--- src/rtl/core/qrm_pkg.sv ---
package qrm_pkg;

    // lanes: r11 r12 r13 r21 r22 r23 r31 r32 r33
    localparam int LANES   = 9;
    localparam int DW      = 16;            // component and entry width
    localparam int PW      = 32;            // product width
    localparam int NW      = 33;            // squared norm width
    localparam int RW      = NW + 1;        // partial remainder width
    localparam int QW      = 16;            // quotient bits, Q15 of |num|/n
    localparam int DIV_STEPS = QW;
    localparam logic signed [DW-1:0] ONE_Q14 = 16'sd16384;

    // registered squares and cross products
    typedef struct packed {
        logic signed [PW-1:0] xx;
        logic signed [PW-1:0] yy;
        logic signed [PW-1:0] zz;
        logic signed [PW-1:0] ww;
        logic signed [PW-1:0] xy;
        logic signed [PW-1:0] yz;
        logic signed [PW-1:0] zx;
        logic signed [PW-1:0] xw;
        logic signed [PW-1:0] yw;
        logic signed [PW-1:0] zw;
    } prod_t;

    // divider pipeline word
    typedef struct packed {
        logic [LANES-1:0][RW-1:0] rem;
        logic [LANES-1:0][QW-1:0] quo;
        logic [LANES-1:0]         neg;
        logic [NW-1:0]            den;
        logic                     zero;
    } div_t;

    // final matrix word
    typedef struct packed {
        logic [LANES-1:0][DW-1:0] ent;
        logic                     zero;
    } res_t;

endpackage

--- src/rtl/core/qrm_round.sv ---
// Round Q15 ratio to Q14, apply sign, pick identity on a zero norm.
module qrm_round
(
    input  logic          clk,
    input  logic          en,
    input  qrm_pkg::div_t din,
    output qrm_pkg::res_t dout
);
    qrm_pkg::res_t res_reg, res_next;

    logic [qrm_pkg::QW:0]   qsum;
    logic [qrm_pkg::DW-1:0] qr;

    always_comb
    begin
        res_next.zero = din.zero;
        qsum = '0;
        qr   = '0;
        for (int i = 0; i < qrm_pkg::LANES; i++)
        begin
            // half-up on the magnitude gives ties away from zero
            qsum = {1'b0, din.quo[i]} + (qrm_pkg::QW+1)'(1);
            qr   = qsum[qrm_pkg::QW:1];
            if (din.zero)
            begin
                res_next.ent[i] = (i % 4 == 0) ? qrm_pkg::ONE_Q14 : '0;
            end
            else
            begin
                res_next.ent[i] = din.neg[i] ? -qr : qr;
            end
        end
    end

    always_ff @(posedge clk)
    begin
        if (en)
        begin
            res_reg <= res_next;
        end
    end

    assign dout = res_reg;

endmodule

--- config.mk ---
export PLATFORM = sky130hd
export DESIGN_NAME = qrm_round
export DESIGN_NICKNAME = d
export VERILOG_FILES = /design/src/rtl/core/qrm_pkg.sv /design/src/rtl/core/qrm_round.sv
export SDC_FILE = /design/constraint.sdc
export NUM_CORES = 1
export LEC_CHECK = 0
export ABC_AREA = 1
export ABC_CLOCK_PERIOD_IN_PS = 4700
export BUFFER_PORTS_ARGS = -buffer_cell sky130_fd_sc_hd__buf_2
export CAP_MARGIN = 15
export CORE_AREA = 2 2 247 249
export CTS_BUF_LIST = sky130_fd_sc_hd__clkbuf_2 sky130_fd_sc_hd__clkbuf_4 sky130_fd_sc_hd__clkbuf_8
export DETAILED_ROUTE_END_ITERATION = 6
export DIE_AREA = 0 0 249 251
export PLACE_DENSITY = 0.41
export SLEW_MARGIN = 20
export SYNTH_ARGS = -nofsm -noshare
export SYNTH_HDL_FRONTEND = slang
export SYNTH_SLANG_ARGS = --single-unit
--- constraint.sdc ---
create_clock -name clk -period 4.7 [get_ports clk]
set_input_delay 0.94 -clock clk [delete_from_list [all_inputs] [get_ports clk]]
set_output_delay 0.94 -clock clk [all_outputs]
set_load 0.005 [all_outputs]
==> results_dict.tcl <==
set metrics [dict create \
    die_w_um 249 \
    synth_xor_area_frac 0.00993 \
    largest_reg_flops 145 \
    cts_buffers 17 \
    areaGrowthSynthToFinish_pct 23.2 \
    vias 12700 \
    multiInputGateArea_um2 6890 \
    rsz0062_at_grt "no" \
    ctsHoldBuffers 0 \
    fin_tns_setup_ns 0 \
    p_total_uw 3570 \
    synth_cells 1870 \
    muxShareOfSynthArea 0 \
    dr.first_iter.drc_count 613 \
    pwr_density_cell_nw_per_um2 237 \
    hpwl_um 34400 \
    fp.dieH_um 251 \
    cts.sinks 145 \
    finalCritPeriodShare 0.528 \
    maxCapViolCount 0 \
    first_pass_iters 5 \
    wl_um 42600 \
    clockRootBuffer "clkbuf_8" \
    viasPerCell 4.29 \
    ios 640 \
    avgSynthCellArea_um2 6.54 \
    grt_pass1_wl_um 66300 \
    die_area_um2 62500 \
    synth_adder_area_share 0.0184 \
    drv_slew 0 \
    routedWlPerCell_um 14.4 \
    antenna_found_initial 6 \
    design.core.area_um2 59800 \
    finalHoldViolCount 0 \
    synth-compound-area-share 0.0977 \
    ys_seq_elements 145 \
    max_slew_margin 0.401 \
    setup_ws_ns 2.22 \
    htree_levels 4 \
    ant_nets 0 \
    peakVddDrop_mv 0.184 \
    status "completed" \
    row_count 90 \
    tightest_slew_ns 0.899 \
    hold_slack_ns 0.871 \
    path_clk_slew_ns 0.10 \
    synth_top_family_by_area "simple AND/OR/NAND/NOR gates" \
    grt_pass1_vias 12000 \
    pre_cts_slack_ns 1.67 \
    syn_area_um2 12200 \
    synth-simple-area-share 0.437 \
    synth_top_area_frac 0.356 \
    setup_viol 0 \
    final_util 0.252 \
    synth_area_leaders "edfxtp_1 36%, nand2_1 19%, nor2_1 8.4%, inv_1 6.5%, nand3_1 5.9%" \
    final_cell_mix "609 x nand2_1, 299 x buf_2, 273 x nor2_1, 211 x inv_1, 145 x edfxtp_1" \
    drive_above_1_share 0.203 \
    cts_setup_buffers 0 \
    cts_tree "built" \
    critPathKind "in -> reg" \
    endpoint_kind "register" \
    grt_overflow_total 0 \
    p_leak_uw 0.00709 \
    synth.distinct_cells 41 \
    arrival_ns 2.78 \
    worstPathRequired_ns 5.00 \
    fmax_mhz 403 \
    grt_usage 0.137 \
    cp-start-kind "input pin" \
    register_area_um2 4350 \
    ys_warn_count 0 \
    ys_seq_area_frac 0.356 \
    syn_nets 2383 \
    cts_buffer_depth 2 \
    layout_commonest_cell "nand2_1" \
    fill_cells 6726 \
    place.gp.congestion 0.850 \
    fin_nets 2682 \
    yosys.area.top_type "edfxtp_1" \
    port_buffers 300 \
    holdCritPathClass "in -> reg" \
    post_cts_resized 0 \
    period_needed_ns 2.48 \
    drc 0 \
    cp_max_fo 4 \
    initial_core_util 0.204 \
    grt_max_degree 86 \
]
==> final timing paths <==
| kind | from | to | slack [ns] | depth (start not counted) |
|---|---|---|---|---|
| worst max-delay path | din[123] | dout[93]$_SDFFCE_PP0P_ | 2.22 | 13 |
| worst min-delay path | din[44] | dout[1]$_SDFFCE_PP0P_ | 0.87 | 4 |
==> layout make-up <==
type / instances / share of cell area
Antenna cell: 1 / 0.000166
Sequential cell: 145 / 0.289
Clock inverter: 15 / 0.0119
Multi-Input combinational cell: 1465 / 0.457
Tap cell: 782 / 0.0649
Clock buffer: 17 / 0.0155
Inverter: 235 / 0.0587
Timing Repair Buffer: 305 / 0.103
==> Yosys cell counts, drive strengths merged <==
library cell    n
a21boi          1
a21oi         101
a31oi           2
and2            5
buf             6
clkbuf         19
clkinv          4
edfxtp        145
ha             18
inv           231
nand2         632
nand3         155
nand3b         25
nand4          52
nor2          322
nor3           12
nor3b           2
nor4            2
o211ai          9
o21a            4
o21ai         106
o21bai          3
or4             1
xnor2          10
xor2            3
==> critical path: stages <==
cell     delay, ns
buf_2         0.12
ha_1          0.23
xnor2_1       0.35
ha_1          0.24
nand3_1       0.10
nor2_1        0.11
nand2_1       0.08
nand2_1       0.11
nand3_1       0.15
nor2_1        0.16
nand2_1       0.07
nand2_1       0.05
nor2_1        0.07
==> where the power goes <==
group / internal (uW) / switching [uW]
clock network: 528 / 575
registers: 1560 / 38.8
logic: 294 / 575
==> metrics by stage <==
| stage | cell area [um^2] | instances |
|---|---|---|
| after detailed placement | 14700 | 2932 |
| after CTS | 15100 | 2964 |
| after floorplan | 12200 | 1870 |
| after global routing | 15100 | 2965 |
| after global placement | 14700 | 2932 |
| final | 15100 | 2965 |
==> per-layer routing <==
| layer | vias up | part of all wire | track usage |
|---|---|---|---|
| li1 | 6716 | - | - |
| met1 | 5632 | 0.46 | 0.171 |
| met2 | 324 | 0.45 | 0.222 |
| met3 | 41 | 0.073 | 0.0465 |
| met4 | 2 | 0.019 | 0.0435 |
| met5 | - | 0.00028 | 0 |
==> cell families after synthesis <==
family          Yosys count
compound gates          226
buf+inv                 260
flops                   145
fa+ha+maj                18
xor+xnor                 13
simple gates           1208
No activity file was read; power rests on OpenSTA's default activity.
