$ cat config.mk
export PLATFORM = sky130hd
export DESIGN_NAME = qrm_div_step
export DESIGN_NICKNAME = d
export VERILOG_FILES = /design/src/rtl/core/qrm_pkg.sv /design/src/rtl/core/qrm_div_step.sv
export SDC_FILE = /design/constraint.sdc
export NUM_CORES = 1
export LEC_CHECK = 0
export ABC_AREA = 1
export BUFFER_PORTS_ARGS = -buffer_cell sky130_fd_sc_hd__buf_2
export CAP_MARGIN = 25
export CORE_AREA = 2 2 384 386
export DETAILED_ROUTE_END_ITERATION = 10
export DIE_AREA = 0 0 386 388
export PLACE_DENSITY = 0.5
export SLEW_MARGIN = 5
export SYNTH_ARGS = -nofsm -noshare
export SYNTH_HDL_FRONTEND = slang
export SYNTH_SLANG_ARGS = --single-unit
$ cat constraint.sdc
create_clock -name clk -period 3.03 [get_ports clk]
set_input_delay 0.1515 -clock clk [delete_from_list [all_inputs] [get_ports clk]]
set_output_delay 0.1515 -clock clk [all_outputs]
set_load 0.01 [all_outputs]
$ cat src/rtl/core/qrm_pkg.sv
package qrm_pkg;

    // lanes: r11 r12 r13 r21 r22 r23 r31 r32 r33
    localparam int LANES   = 9;
    localparam int DW      = 16;            // component and entry width
    localparam int PW      = 32;            // product width
    localparam int NW      = 33;            // squared norm width
    localparam int RW      = NW + 1;        // partial remainder width
    localparam int QW      = 16;            // quotient bits, Q15 of |num|/n
    localparam int DIV_STEPS = QW;
    localparam logic signed [DW-1:0] ONE_Q14 = 16'sd16384;

    // registered squares and cross products
    typedef struct packed {
        logic signed [PW-1:0] xx;
        logic signed [PW-1:0] yy;
        logic signed [PW-1:0] zz;
        logic signed [PW-1:0] ww;
        logic signed [PW-1:0] xy;
        logic signed [PW-1:0] yz;
        logic signed [PW-1:0] zx;
        logic signed [PW-1:0] xw;
        logic signed [PW-1:0] yw;
        logic signed [PW-1:0] zw;
    } prod_t;

    // divider pipeline word
    typedef struct packed {
        logic [LANES-1:0][RW-1:0] rem;
        logic [LANES-1:0][QW-1:0] quo;
        logic [LANES-1:0]         neg;
        logic [NW-1:0]            den;
        logic                     zero;
    } div_t;

    // final matrix word
    typedef struct packed {
        logic [LANES-1:0][DW-1:0] ent;
        logic                     zero;
    } res_t;

endpackage

$ cat src/rtl/core/qrm_div_step.sv
// One restoring division step for all nine lanes.
module qrm_div_step
#(
    parameter bit FIRST = 1'b0
)
(
    input  logic          clk,
    input  logic          en,
    input  qrm_pkg::div_t din,
    output qrm_pkg::div_t dout
);
    qrm_pkg::div_t word_reg, word_next;

    logic [qrm_pkg::RW-1:0] trial;
    logic [qrm_pkg::RW-1:0] dvs;
    logic                   ge;

    always_comb
    begin
        word_next = din;
        dvs   = qrm_pkg::RW'(din.den);
        trial = '0;
        ge    = 1'b0;
        for (int i = 0; i < qrm_pkg::LANES; i++)
        begin
            // top quotient bit compares unshifted, later ones shift in a zero
            trial = FIRST ? din.rem[i] : {din.rem[i][qrm_pkg::RW-2:0], 1'b0};
            ge    = (trial >= dvs);
            word_next.rem[i] = ge ? trial - dvs : trial;
            word_next.quo[i] = {din.quo[i][qrm_pkg::QW-2:0], ge};
        end
    end

    always_ff @(posedge clk)
    begin
        if (en)
        begin
            word_reg <= word_next;
        end
    end

    assign dout = word_reg;

endmodule

==> results of run 1 <==
through the flow:
stage	power [W]	setup slack (ns)	instance area [sq um]	hold slack [ns]
2_1_floorplan	0.0140	0.653	42400	0.250
3_3_place_gp	0.0179	0.0726	50500	0.328
3_5_place_dp	0.0179	0.0490	50500	0.330
4_1_cts	0.0260	0.274	57200	0.0140
5_1_grt	0.0272	0.0328	57200	0.0270
6_report	0.0258	0.175	57200	0.0433
routing by layer:
layer / vias to the layer above / GRT usage / share of wire
met5: - / 0 / 0.00070
met4: 24 / 0.118 / 0.049
met3: 290 / 0.0406 / 0.063
met2: 1496 / 0.461 / 0.46
met1: 21113 / 0.347 / 0.42
li1: 22883 / - / -
power by group through the flow:
stage / Combinational [W] / Sequential, W / Clock [W]
floorplan: 0.00459 / 0.00946 / 0
global placement: 0.00881 / 0.00911 / 0
detailed placement: 0.00884 / 0.00910 / 0
CTS: 0.00941 / 0.00898 / 0.00764
global route: 0.0103 / 0.00903 / 0.00789
finish: 0.00939 / 0.00897 / 0.00745
kinds of logic (layout without fill, tap and decap cells):
group           count (synthesis)  count (layout)  share of synthesized area
simple gates                 3902            3902                      0.374
buf+inv                      1095            2721                      0.107
flops                         493             493                      0.350
compound gates                367             367                     0.0480
fa+ha+maj                     306             306                     0.0920
xor+xnor                      144             144                     0.0298
other cells                     0              16                          0
cell type report:
class,count,area (sq um),share of cell area
multi-input combinational,4719,23000,0.402
clock inverter,39,425,0.00743
tap,1917,2400,0.0419
sequential,493,14800,0.259
antenna,16,40.0,0.000700
timing repair buffer,1569,11100,0.193
inverter,1037,3890,0.0680
clock buffer,76,1580,0.0277
cells in the final DEF (no fill, tap or decap), types with 12 or more instances in the layout:
cell           count
clkbuf_16         61
clkinv_1          13
nor2_2            40
diode_2           16
nand4_1           61
a21oi_1          225
buf_12            41
nand2_4           12
dlygate4sd3_1    472
nor3_1            45
nand3_2           16
nand2_2           41
inv_1            994
nor2_1           480
inv_2             39
nand3b_1          27
ha_1             297
xor2_1           124
nand3_1          245
nand2_1         2888
buf_4             87
o21bai_1          38
buf_2            968
xnor2_1           20
clkbuf_1          15
o21ai_1           13
o21ai_0           56
edfxtp_1         493
worst max-delay path by stage:
stage | end | slack, ns | depth (start not counted)
after floorplan | dout[350] | 0.65 | 15
after global placement | dout[254] | 0.07 | 13
after detailed placement | dout[289] | 0.05 | 15
final | dout[287] | 0.18 | 15
after global routing | dout[228] | 0.03 | 15
after CTS | dout[278] | 0.27 | 15
==> flow_summary.toml, run 1 <==
[drt]
ant_nets = 0
wirelength_um = 214000
viasPerCell = 4.64
vias = 45806
first_iter_violations = 3339
drt_first_pass_iters = 6
post-route-drc-count = 0
wl_per_cell_um = 21.7

[clock_tree]
cts_resized = 0
h-tree-depth = 2
cts_buffer_depth = 3
cts_root_buf = "clkbuf_16"
clock_sinks = 493
cts_tree = "yes"
cts_buffers = 61
path_clk_slew_ns = 0.06
postCtsHoldBufs = 472
cts_setup_buffers = 0

[die]
dieArea_sq_mm = 0.150
start_util = 0.292
fp-row-count = 140
die_width_um = 386
chipHeight_um = 388
core_sq_mm = 0.145
ioPinCount = 988

[setup_path]
cp.required_ns = 3.47
cp_max_fo = 34
cp_slowest_cell = "inv_2"
cp-start-kind = "input port"
end_kind = "flop"
crit_chain = "dlygate4sd3_1 > buf_2 > inv_2 > ha_1 > nand2_1 > nor2_1 > nand3_1 > nor2_2 > nand2_2 > nand2_2 > nor2_2 > nand2_2 > nand2_4 > nand2_1 > nand2_1"
max_stage_delay_ns = 0.62
critPathKind = "in2reg"
worstPathArrival_ns = 3.30
crit_family = "simple AND/OR/NAND/NOR gates"
path_buf_inv = 3
worstSetupStartpoint = "din[16]"

[min_path]
whs_path_depth = 1
hold_path.class = "in2reg"
holdCritStartpoint = "en"
whs_endpoint = "dout[370]"

[place]
dp_hpwl_um = 172000
dp.cells = 9263
port_buffers = 969
gp_congestion = 0.951

[pwr]
combPwrFrac = 0.364
ir_worst_vdd_mv = 0.527
p_per_area_mw_per_mm2 = 451
internal_power_w = 0.0161
power_switching_w = 0.00972
p_clk_frac = 0.289
p_leak_nw = 30.6
swShare = 0.376
pwr-share-seq = 0.348

[finish]
area_growth_syn_to_layout_pct = 35.1
nNetsFinal = 8682
largest_register_ffs = 493
drive_gt1_frac = 0.173
final_cells = 9866
fin_util = 0.394
fillerInstances = 15599

[yosys]
yosysTopAreaCell = "edfxtp_1"
synth_commonest_cells = "nand2_1, inv_1, edfxtp_1"
synth_fp_nets = 7108
ys_types = 39
ys_ff_latch = 493
ys_warn_count = 0
synth_cells = 6307
async_flop_share = 0
ys.flop_type = "edfxtp_1"
synth_top_cells_by_area = "edfxtp_1, nand2_1, inv_1"
synth_most_common_cell = "nand2_1"
syn_area_per_cell_sq_um = 6.72
yosysSeqAreaShare = 0.350
synth_top_area_frac = 0.350
synth_edf_count = 493
synth_area_sq_mm = 0.0424

[global_routing]
grt_pass1_vias = 43975
grt_pass1_wl_um = 298000
antenna_found_initial = 38
grt_max_degree = 67
grt-ovfl-total = 0
grt_usage = 0.274

[sta]
period_share = 0.942
setup-violations-final = 0
max_freq_mhz = 350
min_period_ns = 2.85
hold_viol_final = 0
tightest_slew_ns = 0.878
slew_headroom = 0.414
slew_viol_final = 0
tns_ns = 0
rsz0062_at_grt = "no"

[run]
drv_cap = 0

[run_status]
status = "completed"
No activity file was read; power rests on OpenSTA's default activity.
==> run 2: changes to the inputs <==
- SETUP_SLACK_MARGIN: default -> 0.2
==> run 2 against run 1 <==
Against the previous run: fmax grew 8.2%; via count is essentially flat; worst setup slack gained 0.22 ns.
==> flow_summary.toml, run 2 (same netlist as run 1, synthesis figures left out) <==
[run_status]
status = "completed"

[finish]
nNetsFinal = 8682
largest_register_ffs = 493
fillerInstances = 15598
multi_input_area_sq_mm = 0.0230
area_growth_syn_to_layout_pct = 35.2
drive_gt1_frac = 0.173
final_cell_mix = "nand2_1, inv_1, buf_2, edfxtp_1, nor2_1"
final_common_cell = "nand2_1"
seqCellArea_sq_mm = 0.0148

[die]
ioPinCount = 988
start_util = 0.292
core_sq_mm = 0.145
die_width_um = 386
fp-row-count = 140
dieArea_sq_mm = 0.150
chipHeight_um = 388

[global_routing]
grt_pass1_wl_um = 298000
met3_usage = 0.0406
top_usage_layer = "met2"
grt_usage = 0.274
use_met1 = 0.347
antenna_found_initial = 38
grt_max_degree = 67
grt-ovfl-total = 0
grt_pass1_vias = 43975
grtUsageMet2 = 0.461

[setup_path]
critPathKind = "in2reg"
cp_max_fo = 34
max_stage_delay_ns = 0.53
cp.required_ns = 3.46
crit_chain = "dlygate4sd3_1 > buf_2 > inv_4 > buf_12 > ha_1 > nand2_1 > nand2_1 > inv_1 > o21ai_0 > a21oi_1 > nand2_1 > or2_2 > nand2_4 > a21oi_2"
cpMostUsedCell = "nand2_1"
worstPathArrival_ns = 3.06
cp-start-kind = "input port"
worstSetupStartpoint = "din[28]"
end_kind = "flop"
cp_slowest_cell = "dlygate4sd3_1"

[drt]
drt_first_pass_iters = 6
wirelength_um = 215000
ant_nets = 0
viasPerCell = 4.64
wl_per_cell_um = 21.7
vias = 45824
first_iter_violations = 3345
post-route-drc-count = 0

[clock_tree]
cts_buffer_depth = 3
path_clk_slew_ns = 0.06
cts_root_buf = "clkbuf_16"
cts_setup_buffers = 0
h-tree-depth = 2
cts_tree = "yes"
cts_buffers = 61
clock_sinks = 493

[sta]
setup-violations-final = 0
hold_viol_final = 0
tns_ns = 0
whs_ns = 0.0438
rsz0062_at_grt = "no"
max_freq_mhz = 379
period_share = 0.871
tightest_slew_ns = 0.877
slew_viol_final = 0
min_period_ns = 2.64
slew_headroom = 0.416

[run]
drv_cap = 0

[pwr]
p_per_area_mw_per_mm2 = 451
ir_worst_vdd_mv = 0.526
p_leak_nw = 30.6

[place]
gp_congestion = 0.951
dp_hpwl_um = 172000
port_buffers = 969

[min_path]
hold_path.class = "in2reg"
holdCritStartpoint = "en"
[run 2: path summary, 6_finish.rpt]
kind,endpoint,slack [ns],cells past startpoint
setup / recovery,dout[254],0.39,14
hold / removal,dout[370],0.04,1
[run 2: stage by stage]
step                      total power [W]  cells  area, sq um  utilization  setup slack, ns
after global routing               0.0272   9854        57200        0.394            0.203
after floorplan                    0.0140   6307        42400            -            0.653
after CTS                          0.0260   9850        57200        0.394            0.274
after global placement             0.0179   9263        50500        0.347           0.0726
after detailed placement           0.0179   9263        50500        0.347           0.0490
final                              0.0258   9868        57300        0.394            0.392
[run 2: where the power goes]
| group | internal, W | switching, W |
|---|---|---|
| Clock | 0.00418 | 0.00328 |
| Combinational | 0.00330 | 0.00610 |
| Sequential | 0.00863 | 0.000343 |
| Total | 0.0161 | 0.00972 |
[run 2: area by class of cell]
cell class	instances	area share
clock buffer	76	0.0276
antenna	18	0.000787
inverter	1037	0.0683
timing repair buffer	1569	0.193
multi-input combinational	4719	0.402
sequential	493	0.259
tap	1917	0.0419
clock inverter	39	0.00743
[run 2: routing by layer]
layer / share of wire / vias up
met2: 0.46 / 1510
met4: 0.049 / 22
met3: 0.063 / 291
li1: - / 22884
met1: 0.42 / 21117
met5: 0.00064 / -
[run 2: timing repair]
| item | 4_1_cts | 5_1_grt |
|---|---|---|
| hold buffers | 472 | 0 |
| hold endpoints to repair | 472 | 0 |
| endpoints found under the setup margin | 0 | 205 |
| gates resized for setup | 0 | 13 |
[run 2: worst max-delay path, delay by kind of cell]
family                   cells  cell delay (ns)
AND/OR/NAND/NOR              5             0.92
AO/OA/AOI/OAI                3             0.46
adder cells (fa/ha/maj)      1             0.28
buffers and inverters        5             1.23
